File: src/hdl/gado_pkg.sv
// Shared widths, constants, codes and helper functions for the drive odometry block.
package gado_pkg;

  localparam int DELTA_W    = 16;
  localparam int ANG_W      = 16;
  localparam int GAIN_W     = 16;
  localparam int POS_W      = 32;
  localparam int SUM_W      = 19;                 // six 16-bit deltas
  localparam int TRAVEL_W   = 35;                 // sum * gain, Q16 fraction
  localparam int CW         = 33;                 // CORDIC x/y
  localparam int ZW         = 32;                 // CORDIC angle, 2^32 per turn
  localparam int C16_W      = 18;                 // rounded sin/cos, Q16
  localparam int PROD_W     = TRAVEL_W + C16_W;
  localparam int STEP_W     = 22;                 // per-tick dx/dy
  localparam int CFG_IDX_W  = 2;
  localparam int CFG_DATA_W = 32;
  localparam int ATAN_IDX_W = 5;

  localparam logic [GAIN_W-1:0]       TRAVEL_GAIN_RST = 16'd3304;
  localparam logic signed [POS_W-1:0] START_X_RST     = 32'sd9216;
  localparam logic signed [POS_W-1:0] START_Y_RST     = 32'sd3072;
  localparam logic signed [CW-1:0]    CORDIC_K        = 33'sh0_26DD_3B6A;
  localparam logic signed [PROD_W:0]  RND_HALF        = (PROD_W+1)'(64'sh8000_0000);
  localparam logic signed [CW:0]      C_RND_HALF      = (CW+1)'(64'sd8192);
  localparam logic [ANG_W-1:0]        OCTANT_BIAS     = 16'd8192;

  typedef enum logic [CFG_IDX_W-1:0] {
    CFG_TRAVEL_GAIN = 2'd0,
    CFG_START_X     = 2'd1,
    CFG_START_Y     = 2'd2
  } cfg_index_t;

  typedef enum logic [2:0] {
    ST_IDLE,
    ST_CORDIC,
    ST_MULX,
    ST_MULY,
    ST_UPD
  } state_t;

  // atan(2^-i) in units of 2^-32 turn
  function automatic logic signed [ZW-1:0] atan_turn(input logic [ATAN_IDX_W-1:0] idx);
    logic signed [ZW-1:0] a;
    unique case (idx)
      5'd0:  a = 32'sh2000_0000;
      5'd1:  a = 32'sh12E4_051E;
      5'd2:  a = 32'sh09FB_385B;
      5'd3:  a = 32'sh0511_11D4;
      5'd4:  a = 32'sh028B_0D43;
      5'd5:  a = 32'sh0145_D7E1;
      5'd6:  a = 32'sh00A2_F61E;
      5'd7:  a = 32'sh0051_7C55;
      5'd8:  a = 32'sh0028_BE53;
      5'd9:  a = 32'sh0014_5F2F;
      5'd10: a = 32'sh000A_2F98;
      5'd11: a = 32'sh0005_17CC;
      5'd12: a = 32'sh0002_8BE6;
      5'd13: a = 32'sh0001_45F3;
      5'd14: a = 32'sh0000_A2FA;
      5'd15: a = 32'sh0000_517D;
      5'd16: a = 32'sh0000_28BE;
      5'd17: a = 32'sh0000_145F;
      5'd18: a = 32'sh0000_0A30;
      5'd19: a = 32'sh0000_0518;
      5'd20: a = 32'sh0000_028C;
      5'd21: a = 32'sh0000_0146;
      5'd22: a = 32'sh0000_00A3;
      5'd23: a = 32'sh0000_0051;
      default: a = '0;
    endcase
    return a;
  endfunction

  function automatic logic signed [POS_W-1:0] sat32(input logic signed [POS_W:0] v);
    logic signed [POS_W-1:0] r;
    if (v[POS_W] != v[POS_W-1]) begin
      r = v[POS_W] ? {1'b1, {(POS_W-1){1'b0}}} : {1'b0, {(POS_W-1){1'b1}}};
    end else begin
      r = v[POS_W-1:0];
    end
    return r;
  endfunction

endpackage

File: src/hdl/gado_if.sv
// Valid/ready channel interfaces for odometry samples and position results.
interface gado_sample_if;
  logic                                valid;
  logic                                ready;
  logic signed [gado_pkg::DELTA_W-1:0] left_front_delta;
  logic signed [gado_pkg::DELTA_W-1:0] left_middle_delta;
  logic signed [gado_pkg::DELTA_W-1:0] left_back_delta;
  logic signed [gado_pkg::DELTA_W-1:0] right_front_delta;
  logic signed [gado_pkg::DELTA_W-1:0] right_middle_delta;
  logic signed [gado_pkg::DELTA_W-1:0] right_back_delta;
  logic        [gado_pkg::ANG_W-1:0]   heading_angle;

  modport source (
    output valid, left_front_delta, left_middle_delta, left_back_delta,
           right_front_delta, right_middle_delta, right_back_delta, heading_angle,
    input  ready
  );
  modport sink (
    input  valid, left_front_delta, left_middle_delta, left_back_delta,
           right_front_delta, right_middle_delta, right_back_delta, heading_angle,
    output ready
  );
endinterface

interface gado_result_if;
  logic                              valid;
  logic                              ready;
  logic signed [gado_pkg::POS_W-1:0] pos_x;
  logic signed [gado_pkg::POS_W-1:0] pos_y;
  logic        [gado_pkg::ANG_W-1:0] heading_out;

  modport source (output valid, pos_x, pos_y, heading_out, input ready);
  modport sink (input valid, pos_x, pos_y, heading_out, output ready);
endinterface

File: src/hdl/gado_cordic.sv
// Iterative rotation-mode CORDIC: one micro-rotation per cycle, then quadrant fix and Q16 round.
module gado_cordic #(
  parameter int STEPS = 16
) (
  input  logic                                clk,
  input  logic                                rst,
  input  logic                                start,
  input  logic        [gado_pkg::ANG_W-1:0]   angle,
  output logic                                done,
  output logic signed [gado_pkg::C16_W-1:0]   cos16,
  output logic signed [gado_pkg::C16_W-1:0]   sin16
);

  localparam int CNT_W = (STEPS > 1) ? $clog2(STEPS) : 1;
  localparam logic [CNT_W-1:0] LAST = CNT_W'(STEPS - 1);

  logic                              busy;
  logic                              fin;
  logic [CNT_W-1:0]                  cnt;
  logic signed [gado_pkg::CW-1:0]    x;
  logic signed [gado_pkg::CW-1:0]    y;
  logic signed [gado_pkg::ZW-1:0]    z;
  logic [1:0]                        q;

  logic [gado_pkg::ANG_W-1:0]        biased;
  logic [1:0]                        q_in;
  logic [gado_pkg::ANG_W-1:0]        r_in;
  logic signed [gado_pkg::CW-1:0]    x_shr;
  logic signed [gado_pkg::CW-1:0]    y_shr;
  logic signed [gado_pkg::ZW-1:0]    at;
  logic signed [gado_pkg::CW-1:0]    c_rot;
  logic signed [gado_pkg::CW-1:0]    s_rot;
  logic signed [gado_pkg::CW:0]      c_rnd;
  logic signed [gado_pkg::CW:0]      s_rnd;

  // quadrant and residual angle in [-1/8, 1/8) turn
  assign biased = angle + gado_pkg::OCTANT_BIAS;
  assign q_in   = biased[gado_pkg::ANG_W-1 -: 2];
  assign r_in   = angle - {q_in, {(gado_pkg::ANG_W-2){1'b0}}};

  assign x_shr = x >>> cnt;
  assign y_shr = y >>> cnt;
  assign at    = gado_pkg::atan_turn(gado_pkg::ATAN_IDX_W'(cnt));

  always_comb begin
    unique case (q)
      2'd0: begin c_rot = x;  s_rot = y;  end
      2'd1: begin c_rot = -y; s_rot = x;  end
      2'd2: begin c_rot = -x; s_rot = -y; end
      2'd3: begin c_rot = y;  s_rot = -x; end
      default: begin c_rot = x; s_rot = y; end
    endcase
  end

  assign c_rnd = {c_rot[gado_pkg::CW-1], c_rot} + gado_pkg::C_RND_HALF;
  assign s_rnd = {s_rot[gado_pkg::CW-1], s_rot} + gado_pkg::C_RND_HALF;

  always_ff @(posedge clk) begin
    if (rst) begin
      busy <= 1'b0;
      fin  <= 1'b0;
      done <= 1'b0;
    end else begin
      done <= fin;
      fin  <= busy && (cnt == LAST);
      if (start) begin
        busy <= 1'b1;
      end else if (busy && (cnt == LAST)) begin
        busy <= 1'b0;
      end
    end
  end

  always_ff @(posedge clk) begin
    if (start) begin
      x   <= gado_pkg::CORDIC_K;
      y   <= '0;
      z   <= {r_in, {(gado_pkg::ZW-gado_pkg::ANG_W){1'b0}}};
      q   <= q_in;
      cnt <= '0;
    end else if (busy) begin
      if (!z[gado_pkg::ZW-1]) begin
        x <= x - y_shr;
        y <= y + x_shr;
        z <= z - at;
      end else begin
        x <= x + y_shr;
        y <= y - x_shr;
        z <= z + at;
      end
      cnt <= cnt + 1'b1;
    end
    if (fin) begin
      cos16 <= c_rnd[gado_pkg::C16_W+13:14];
      sin16 <= s_rnd[gado_pkg::C16_W+13:14];
    end
  end

endmodule

File: src/hdl/gyro_aided_drive_odometry_core.sv
// Gyro-aided dead-reckoning odometry: sums encoder deltas, scales, rotates by heading, integrates x/y.
// Sample accept in idle, then the CORDIC loop (one micro-rotation per cycle), then a cos pass and a
//   sin pass through the shared travel-by-sin/cos multiplier, then the x/y update.
// A new sample is taken only after the update of the previous one has been committed.
// A finished result waits in the output register while the next sample is already being processed.
// Reset (synchronous, active high): gain 3304, x 9216, y 3072, no result pending, ready for a sample.
module gyro_aided_drive_odometry_core #(
  parameter int CORDIC_STEPS = 16
) (
  input  logic                                clk,
  input  logic                                rst,
  input  logic                                cfg_we,
  input  logic [gado_pkg::CFG_IDX_W-1:0]      cfg_index,
  input  logic [gado_pkg::CFG_DATA_W-1:0]     cfg_data,
  gado_sample_if.sink                         sample,
  gado_result_if.source                       result
);

  gado_pkg::state_t                        state;
  gado_pkg::state_t                        state_next;

  logic [gado_pkg::GAIN_W-1:0]             travel_gain;
  logic signed [gado_pkg::POS_W-1:0]       x_position;
  logic signed [gado_pkg::POS_W-1:0]       y_position;
  logic signed [gado_pkg::SUM_W-1:0]       sum;
  logic [gado_pkg::ANG_W-1:0]              heading;
  logic [gado_pkg::ANG_W-1:0]              heading_out;
  logic signed [gado_pkg::TRAVEL_W-1:0]    travel;
  logic signed [gado_pkg::PROD_W-1:0]      prod;
  logic signed [gado_pkg::STEP_W-1:0]      dx;
  logic                                    out_valid;

  logic                                    accept;
  logic                                    cordic_done;
  logic signed [gado_pkg::C16_W-1:0]       cos16;
  logic signed [gado_pkg::C16_W-1:0]       sin16;
  logic signed [gado_pkg::C16_W-1:0]       mul_b;
  logic signed [gado_pkg::GAIN_W:0]        gain_s;
  logic signed [gado_pkg::SUM_W-1:0]       sum_in;
  logic signed [gado_pkg::PROD_W:0]        x_rnd;
  logic signed [gado_pkg::PROD_W:0]        y_rnd;
  logic signed [gado_pkg::STEP_W-1:0]      dy;
  logic signed [gado_pkg::POS_W:0]         x_sum;
  logic signed [gado_pkg::POS_W:0]         y_sum;
  logic                                    out_free;
  logic                                    commit;

  assign accept   = sample.valid && sample.ready;
  assign out_free = !out_valid || result.ready;
  assign commit   = (state == gado_pkg::ST_UPD) && out_free;

  assign sum_in = gado_pkg::SUM_W'(sample.left_front_delta)
                + gado_pkg::SUM_W'(sample.left_middle_delta)
                + gado_pkg::SUM_W'(sample.left_back_delta)
                + gado_pkg::SUM_W'(sample.right_front_delta)
                + gado_pkg::SUM_W'(sample.right_middle_delta)
                + gado_pkg::SUM_W'(sample.right_back_delta);

  assign gain_s = {1'b0, travel_gain};
  assign mul_b  = (state == gado_pkg::ST_MULX) ? cos16 : sin16;

  // round half up of -P*cos / 2^32 and P*sin / 2^32
  assign x_rnd = gado_pkg::RND_HALF - {prod[gado_pkg::PROD_W-1], prod};
  assign y_rnd = {prod[gado_pkg::PROD_W-1], prod} + gado_pkg::RND_HALF;
  assign dy    = y_rnd[gado_pkg::STEP_W+31:32];

  assign x_sum = (gado_pkg::POS_W+1)'(x_position) + (gado_pkg::POS_W+1)'(dx);
  assign y_sum = (gado_pkg::POS_W+1)'(y_position) + (gado_pkg::POS_W+1)'(dy);

  gado_cordic #(
    .STEPS (CORDIC_STEPS)
  ) u_cordic (
    .clk   (clk),
    .rst   (rst),
    .start (accept),
    .angle (sample.heading_angle),
    .done  (cordic_done),
    .cos16 (cos16),
    .sin16 (sin16)
  );

  always_comb begin
    state_next   = state;
    sample.ready = 1'b0;
    unique case (state)
      gado_pkg::ST_IDLE: begin
        sample.ready = 1'b1;
        if (sample.valid) begin
          state_next = gado_pkg::ST_CORDIC;
        end
      end
      gado_pkg::ST_CORDIC: begin
        if (cordic_done) begin
          state_next = gado_pkg::ST_MULX;
        end
      end
      gado_pkg::ST_MULX: state_next = gado_pkg::ST_MULY;
      gado_pkg::ST_MULY: state_next = gado_pkg::ST_UPD;
      gado_pkg::ST_UPD: begin
        if (out_free) begin
          state_next = gado_pkg::ST_IDLE;
        end
      end
      default: state_next = gado_pkg::ST_IDLE;
    endcase
  end

  always_ff @(posedge clk) begin
    if (rst) begin
      state <= gado_pkg::ST_IDLE;
    end else begin
      state <= state_next;
    end
  end

  always_ff @(posedge clk) begin
    if (rst) begin
      travel_gain <= gado_pkg::TRAVEL_GAIN_RST;
      x_position  <= gado_pkg::START_X_RST;
      y_position  <= gado_pkg::START_Y_RST;
      out_valid   <= 1'b0;
    end else begin
      if (commit) begin
        out_valid <= 1'b1;
      end else if (out_valid && result.ready) begin
        out_valid <= 1'b0;
      end
      // register writes take priority; the user must issue them only while idle, the block does not enforce it
      if (cfg_we) begin
        unique case (cfg_index)
          gado_pkg::CFG_TRAVEL_GAIN: travel_gain <= cfg_data[gado_pkg::GAIN_W-1:0];
          gado_pkg::CFG_START_X:     x_position  <= cfg_data[gado_pkg::POS_W-1:0];
          gado_pkg::CFG_START_Y:     y_position  <= cfg_data[gado_pkg::POS_W-1:0];
          default: ;
        endcase
      end else if (commit) begin
        x_position <= gado_pkg::sat32(x_sum);
        y_position <= gado_pkg::sat32(y_sum);
      end
    end
  end

  always_ff @(posedge clk) begin
    if (accept) begin
      sum     <= sum_in;
      heading <= sample.heading_angle;
    end
    if (state == gado_pkg::ST_CORDIC) begin
      travel <= gado_pkg::TRAVEL_W'(sum) * gado_pkg::TRAVEL_W'(gain_s);
    end
    if ((state == gado_pkg::ST_MULX) || (state == gado_pkg::ST_MULY)) begin
      prod <= gado_pkg::PROD_W'(travel) * gado_pkg::PROD_W'(mul_b);
    end
    if (state == gado_pkg::ST_MULY) begin
      dx <= x_rnd[gado_pkg::STEP_W+31:32];
    end
    if (commit) begin
      heading_out <= heading;
    end
  end

  assign result.valid       = out_valid;
  assign result.pos_x       = x_position;
  assign result.pos_y       = y_position;
  assign result.heading_out = heading_out;

`ifndef ASSERT_OFF
  a_accept_starts: assert property (@(posedge clk) disable iff (rst)
    accept |=> state == gado_pkg::ST_CORDIC)
    else $error("accepted item did not start the CORDIC");

  a_done_in_cordic: assert property (@(posedge clk) disable iff (rst)
    cordic_done |-> state == gado_pkg::ST_CORDIC)
    else $error("CORDIC finished outside its wait state");

  a_upd_stall: assert property (@(posedge clk) disable iff (rst)
    (state == gado_pkg::ST_UPD) && out_valid && !result.ready && !cfg_we
    |=> (state == gado_pkg::ST_UPD) && $stable(x_position) && $stable(y_position))
    else $error("position changed while the previous result was still pending");

  a_start_x_load: assert property (@(posedge clk) disable iff (rst)
    cfg_we && (cfg_index == gado_pkg::CFG_START_X)
    |=> x_position == $past(cfg_data[gado_pkg::POS_W-1:0]))
    else $error("start_x write not loaded into x position");

  a_valid_drops: assert property (@(posedge clk) disable iff (rst)
    out_valid && result.ready && (state != gado_pkg::ST_UPD) |=> !out_valid)
    else $error("result repeated after being taken");
`endif

endmodule

File: src/flat_wrapper.sv
// flat-port wrapper written by rule: the top's interface ports become plain ports
module gyro_aided_drive_odometry_core_flat 
#(
  parameter int CORDIC_STEPS = 16
)
  (clk, rst, cfg_we, cfg_index, cfg_data, sample_valid, sample_left_front_delta, sample_left_middle_delta, sample_left_back_delta, sample_right_front_delta, sample_right_middle_delta, sample_right_back_delta, sample_heading_angle, sample_ready, result_valid, result_pos_x, result_pos_y, result_heading_out, result_ready);
  gado_sample_if sample_i ();
  gado_result_if result_i ();
  input  logic clk;
  input  logic rst;
  input  logic cfg_we;
  input  logic [gado_pkg::CFG_IDX_W-1:0] cfg_index;
  input  logic [gado_pkg::CFG_DATA_W-1:0] cfg_data;
  input wire logic [$bits(sample_i.valid)-1:0] sample_valid;
  input wire logic [$bits(sample_i.left_front_delta)-1:0] sample_left_front_delta;
  input wire logic [$bits(sample_i.left_middle_delta)-1:0] sample_left_middle_delta;
  input wire logic [$bits(sample_i.left_back_delta)-1:0] sample_left_back_delta;
  input wire logic [$bits(sample_i.right_front_delta)-1:0] sample_right_front_delta;
  input wire logic [$bits(sample_i.right_middle_delta)-1:0] sample_right_middle_delta;
  input wire logic [$bits(sample_i.right_back_delta)-1:0] sample_right_back_delta;
  input wire logic [$bits(sample_i.heading_angle)-1:0] sample_heading_angle;
  output wire logic [$bits(sample_i.ready)-1:0] sample_ready;
  output wire logic [$bits(result_i.valid)-1:0] result_valid;
  output wire logic [$bits(result_i.pos_x)-1:0] result_pos_x;
  output wire logic [$bits(result_i.pos_y)-1:0] result_pos_y;
  output wire logic [$bits(result_i.heading_out)-1:0] result_heading_out;
  input wire logic [$bits(result_i.ready)-1:0] result_ready;
  assign sample_i.valid = sample_valid;
  assign sample_i.left_front_delta = sample_left_front_delta;
  assign sample_i.left_middle_delta = sample_left_middle_delta;
  assign sample_i.left_back_delta = sample_left_back_delta;
  assign sample_i.right_front_delta = sample_right_front_delta;
  assign sample_i.right_middle_delta = sample_right_middle_delta;
  assign sample_i.right_back_delta = sample_right_back_delta;
  assign sample_i.heading_angle = sample_heading_angle;
  assign sample_ready = sample_i.ready;
  assign result_valid = result_i.valid;
  assign result_pos_x = result_i.pos_x;
  assign result_pos_y = result_i.pos_y;
  assign result_heading_out = result_i.heading_out;
  assign result_i.ready = result_ready;
  gyro_aided_drive_odometry_core #(.CORDIC_STEPS(CORDIC_STEPS)) u_core (.clk(clk), .rst(rst), .cfg_we(cfg_we), .cfg_index(cfg_index), .cfg_data(cfg_data), .sample(sample_i), .result(result_i));
endmodule
File: config.mk
export PLATFORM = sky130hd
export DESIGN_NAME = gyro_aided_drive_odometry_core_flat
export DESIGN_NICKNAME = d
export VERILOG_FILES = /design/src/hdl/gado_pkg.sv /design/src/hdl/gado_if.sv /design/src/hdl/gado_cordic.sv /design/src/hdl/gyro_aided_drive_odometry_core.sv /design/src/flat_wrapper.sv
export SDC_FILE = /design/constraint.sdc
export NUM_CORES = 2
export LEC_CHECK = 0
export ABC_AREA = 1
export BUFFER_PORTS_ARGS = -buffer_cell sky130_fd_sc_hd__buf_2
export CAP_MARGIN = 25
export CELL_PAD_IN_SITES_DETAIL_PLACEMENT = 0
export CELL_PAD_IN_SITES_GLOBAL_PLACEMENT = 2
export CORE_UTILIZATION = 37
export DETAILED_ROUTE_END_ITERATION = 10
export GPL_ROUTABILITY_DRIVEN = 0
export PLACE_DENSITY = 0.79
export SETUP_SLACK_MARGIN = 0.05
export SYNTH_ARGS = -nofsm -noshare
export SYNTH_HDL_FRONTEND = slang
export SYNTH_SLANG_ARGS = --single-unit
File: constraint.sdc
create_clock -name clk -period 20.3 [get_ports clk]
set_input_delay 2.03 -clock clk [delete_from_list [all_inputs] [get_ports clk]]
set_output_delay 2.03 -clock clk [all_outputs]
set_load 0.05 [all_outputs]
# [After elaboration in Yosys (flattened, before gate mapping)]
# Memory sizes are Yosys's and may differ from the RTL's. A register that Yosys moved wholly into a read port is not among the register bits.
# Index checks and enable logic that the tools add are counted.
[totals] mem_bits_ro=480 in_bits=151 mem_count=1 reg_bits=388 mem_bits_rw=0 latchBits=0 output_inout_bits=82 wordCells=113
[op_classes] bitwise=0 n_mux=29 order_cmp=0 shift=2 mul=2 eq_ne=17 div=0 addsub=22 n_reduce_logical=18
[mem_list] name="(name not given)" depth=16 width=30 rd=1 rd_clocked_by_memory_dff=1 wr=0 line="gado_pkg.sv:44" text="unique case (idx)"
[ops] op="$mux 32" count=13
[ops] op="$pmux 32 s4" count=2
[ops] op="$add 32x22->33" count=2
[ops] op="$add 33x33->33" count=2
[ops] op="$mux 33" count=2
[ops] op="$sshr 33x4->33" count=2
[ops] op="$sub 33x33->33" count=2
[ops] op="$add 32x15->32 const B" count=2
[ops] op="$neg 32->32" count=2
[ops] op="$add 19x16->19" count=3
[ops] op="$add 53x33->54 const B" count=1
[ops] op="$sub 33x53->54 const A" count=1
[ops] op="$mul 35x18->53" count=1
[ops] op="$mul 19x17->35" count=1
[ops] op="$add 32x32->32" count=1
[ops] op="$sub 32x32->32" count=1
[ops] op="$add 17x16->18" count=1
[ops] op="$mux 18" count=1
[ops] op="$add 16x16->17" count=1
[ops] op="$add 16x14->16 const B" count=1
[ops] op="$sub 16x16->16" count=1
[ops] op="$pmux 3 s5" count=1
[ops] op="$mux 3" count=3
[ops] op="$mux 4" count=2
[ops] op="other kinds (19)" count=41

# [Depth between registers and ports, before layout]
[logic_depth] depth_word=6 ltp_mapped=35 ltp_nobuf=33

# [Cells and area by module]
# Synthesis repeated with hierarchy kept, for this count alone.
[unflattened] cells_unflattened=9426 hier_area_um2=69136.3
[modules_own_cells] mod="gyro_aided_drive_odometry_core" cells_each=6269 area_each_um2=50111.8 n_inst=1 seq_area_each_um2=6516.2
[modules_own_cells] mod="gado_cordic" cells_each=3157 area_each_um2=19024.5 n_inst=1 seq_area_each_um2=4003.8

# [Worst setup path before layout]
# No wires, ideal clock.
[synth_timing] path_type="register to register" start="register u_core.state[1]" end="register u_core.prod[29] (netlist name) (data pin)" path_stages_with_launch=30 path_buffers=2 required_ps=20042 setup_time_ps=258 t_arrival_ps=9410 synth_period_minus_slack_ps=9668 path_slack_ps=10632 path_cell_list="dfxtp_1 -> inv_1 -> nor2_1 -> nand2_1 -> clkbuf_1 -> o21ai_1 -> clkbuf_1 -> nor2_1 -> fa_1 -> inv_1 -> fa_1 -> fa_1 -> inv_1 -> fa_1 -> fa_1 -> inv_1 -> fa_1 -> inv_1 -> ha_1 -> a21oi_1 -> inv_1 -> a21oi_1 -> a21boi_0 -> o21ai_0 -> a21oi_1 -> o21ai_0 -> a21oi_1 -> inv_1 -> a21oi_1 -> xnor2_1"
[synth_between] elab_chain_cells=3
[synth_lines] element="start: declaration" line="gyro_aided_drive_odometry_core.sv:19" text="gado_pkg::state_t state;"
[synth_lines] element="start signal: assignment" line="gyro_aided_drive_odometry_core.sv:110" text="state <= gado_pkg::ST_IDLE;"
[synth_lines] element="start signal: assignment" line="gyro_aided_drive_odometry_core.sv:112" text="state <= state_next;"
[synth_lines] element="$eq 3x2->1" line="gyro_aided_drive_odometry_core.sv:60" text="assign mul_b = (state == gado_pkg::ST_MULX) ? cos16 : sin16;"
[synth_lines] element="$mux 18" line="gyro_aided_drive_odometry_core.sv:60"
[synth_lines] element="$mul 35x18->53" line="gyro_aided_drive_odometry_core.sv:152" text="prod <= gado_pkg::PROD_W'(travel) * gado_pkg::PROD_W'(mul_b);"
[synth_lines] element="end signal: assignment" line="gyro_aided_drive_odometry_core.sv:152"
[synth_lines] element="end: declaration" line="gyro_aided_drive_odometry_core.sv:29" text="logic signed [gado_pkg::PROD_W-1:0] prod;"
# No other way between the ends.
# A chain may end at the register's enable or synchronous reset.

# [Final worst setup path]
[layout_timing] start="register u_core.state[1]" end="register u_core.prod[49] (netlist name) (data pin)"
# Same word-level chain as after synthesis.

==> flow_metrics.py <==
metrics = {
    "cells_and_area": {
        "fillers": 19000,
        "nets": 10600,
        "areaGrowthSynthToFinish_pct": 8.54,
        "finalInstanceArea_um2": 73500,
        "layout-drive-gt1-share_pct": 6.73,
    },
    "grt": {
        "grt_max_degree": 81,
        "met2_usage_pct": 41.0,
        "gr-total-overflow": 0,
        "top_usage_layer": "met2",
        "antenna_found_initial": 2,
        "grt_usage_pct": 25.0,
        "use_met3_pct": 3.03,
        "grt_util_met1_pct": 34.6,
        "grt_pass1_wl_mm": 358,
        "grt_pass1_vias": 60000,
    },
    "synth": {
        "synthSimpleGateAreaFrac_pct": 21.5,
        "synth.most_common_cell": "nand2_1",
        "syn-num-nets": 10500,
        "synth_top_family_by_area": "adder cells",
        "ys_ff_latch": 418,
        "synthTopCellsByArea": "fa_1, nand2_1, inv_1",
        "ys_async_sr_fraction_pct": 0,
        "yosys.area.top_type_share_pct": 28.4,
        "syn-cell-area_um2": 67700,
        "yosysSeqAreaShare_pct": 15.5,
        "synth_top_cell_by_area": "fa_1",
        "synthAdderAreaFrac_pct": 36.2,
        "synth_mux_area_share_pct": 0,
        "synthTopCellsByCount": "nand2_1, inv_1, fa_1",
        "synth_cell_types": 72,
        "synth.avg_cell_area_um2": 7.55,
        "synth_compound_area_share_pct": 9.38,
        "synth_xor_area_share_pct": 5.12,
        "ys.warnings.count": 0,
        "synth_edf_count": 215,
        "synthCells": 8965,
        "synth_ff_type": "edfxtp_1",
    },
    "routing": {
        "num_vias": 58700,
        "wl_per_cell_um": 20.3,
        "routed_wl_mm": 232,
        "route.detailed.drc": 0,
        "viasPerCell": 5.13,
        "drt_pass1_iterations": 5,
        "drt_iter0_drc": 4640,
        "ant_nets": 0,
    },
    "timing": {
        "whs_ns": 0.406,
        "setup_tns_ns": 0,
        "rsz0062_at_grt": "no",
        "hold_viol_final": 0,
        "setup_violations": 0,
        "max_freq_ghz": 0.115,
        "tightest_slew_ns": 1.10,
        "report.final.slew_viol_count": 0,
        "max-slew-margin-rel_pct": 26.7,
        "finClkSkew_ns": 0.0534,
        "min_period_ns": 8.71,
        "fin_crit_sh_pct": 42.9,
    },
    "floorplanning": {
        "core_um2": 181000,
        "num_rows": 156,
        "die_h_um": 430,
        "start_util_pct": 37.3,
        "dieWidth_um": 430,
        "io_pins": 233,
        "dieArea_um2": 185000,
    },
    "cts": {
        "hold_buffers": 0,
        "post-cts-setup-buffers": 0,
        "htreeDepth": 2,
        "numCtsBuffers": 58,
        "cts_tree": "built",
        "clock-root-buffer": "clkbuf_16",
        "path_clk_slew_ns": 0.06,
        "clkLatencyLatePin_ns": 0.73,
        "cts_buffer_depth": 3,
        "cts_resized": 0,
        "clock-sinks": 418,
    },
    "placed_design": {
        "port_buffers": 232,
        "hpwl_mm": 185,
        "placed_area_um2": 71300,
    },
    "critical_path": {
        "critPathBufInv": 9,
        "start_kind": "register",
        "cp_slowest_cell": "fa_1",
        "worstPathArrival_ns": 9.16,
        "cp_max_fo": 55,
        "end_kind": "register",
        "slowest_delay_ns": 0.58,
        "cp.required_ns": 20.76,
        "crit_family": "adder cells",
        "crit_top_cell": "fa_1",
        "critPathKind": "register to register",
    },
    "worst_hold_path": {
        "timing.hold.worst.class": "register to register",
    },
    "outcome": {
        "outcome": "completed",
    },
    "job": {
        "maxCapViolCount": 0,
    },
}
metal layers:
| layer | wire, µm | part of all wire, % |
|---|---|---|
| met3 | 12500 | 5.4 |
| met2 | 108000 | 46 |
| met1 | 106000 | 45 |
| met5 | 13 | 0.0056 |
| met4 | 6700 | 2.9 |
registers in the layout, summed over array words and instances (netlist names), 19 cells and up:
signal	cells
u_core.travel	35
u_core.u_cordic.x	33
u_core.dx	22
u_core.u_cordic.at	30
u_core.u_cordic.z	32
u_core.u_cordic.y	33
u_core.result.pos_y	32
u_core.result.pos_x	32
u_core.prod	53
u_core.sum	19
logic make-up (layout without fill, tap and decap cells):
logic type / after synthesis / in the layout
and+or+nand+nor: 3462 / 3462
buffers and inverters: 2160 / 2275
adders and majority gates: 1385 / 1385
AOI/OAI and AO/OA: 1144 / 1144
DFF: 418 / 418
xor gates and xnor gates: 396 / 396
other: 0 / 2
layout make-up:
cell class / instances / area, µm² / area share (%)
antenna: 2 / 5.00 / 0.00681
inverter: 1841 / 6910 / 9.41
clock buffer: 77 / 1670 / 2.27
sequential: 418 / 10500 / 14.3
clock inverter: 33 / 460 / 0.627
multi-input combinational: 6387 / 49000 / 66.6
tap: 2370 / 2970 / 4.04
timing repair buffer: 324 / 1970 / 2.68
placed cells by master (no fill, tap or decap), types with 10 or more instances in the layout:
| cell | n |
|---|---|
| a21boi_0 | 10 |
| a21o_1 | 25 |
| a21oi_1 | 439 |
| a22oi_1 | 13 |
| a31oi_1 | 56 |
| buf_2 | 232 |
| buf_4 | 86 |
| clkbuf_16 | 62 |
| clkinv_1 | 11 |
| dfxtp_1 | 199 |
| edfxtp_1 | 215 |
| fa_1 | 959 |
| ha_1 | 426 |
| inv_1 | 1806 |
| inv_2 | 25 |
| nand2_1 | 1880 |
| nand2_2 | 32 |
| nand3_1 | 508 |
| nand3_2 | 31 |
| nand4_1 | 60 |
| nor2_1 | 774 |
| nor2_2 | 29 |
| nor2_4 | 10 |
| nor3_1 | 64 |
| nor4_1 | 26 |
| o211ai_1 | 27 |
| o21a_1 | 18 |
| o21ai_0 | 387 |
| o21ai_1 | 50 |
| o21ai_2 | 17 |
| o21bai_1 | 16 |
| o221ai_1 | 11 |
| o22ai_1 | 30 |
| o31ai_1 | 11 |
| xnor2_1 | 145 |
| xor2_1 | 251 |
stage by stage:
step | util (%) | std cells | worst slack, ns
floorplan | - | 8965 | 10.63
global placement | 39.2 | 11300 | 11.73
detailed placement | 39.3 | 11300 | 11.68
CTS | 40.5 | 11400 | 11.66
global route | 40.5 | 11500 | 10.93
finish | 40.5 | 11500 | 11.59
worst paths after layout:
path,from,endpoint,slack (ns),cells after the start
setup reg to reg,u_core.state[1]$_SDFFE_PP0P_,u_core.prod[49]$_DFFE_PN_,11.59,30
hold reg to reg,u_core.heading[13]$_DFFE_PP_,u_core.result.heading_out[13]$_DFFE_PP_,0.41,0
hold / removal,u_core.heading[13]$_DFFE_PP_,u_core.result.heading_out[13]$_DFFE_PP_,0.41,0
setup / recovery,u_core.state[1]$_SDFFE_PP0P_,u_core.prod[49]$_DFFE_PN_,11.59,30
Power is not shown: default switching activity piles up to over one toggle a cycle in this logic, so the estimate is an artifact.
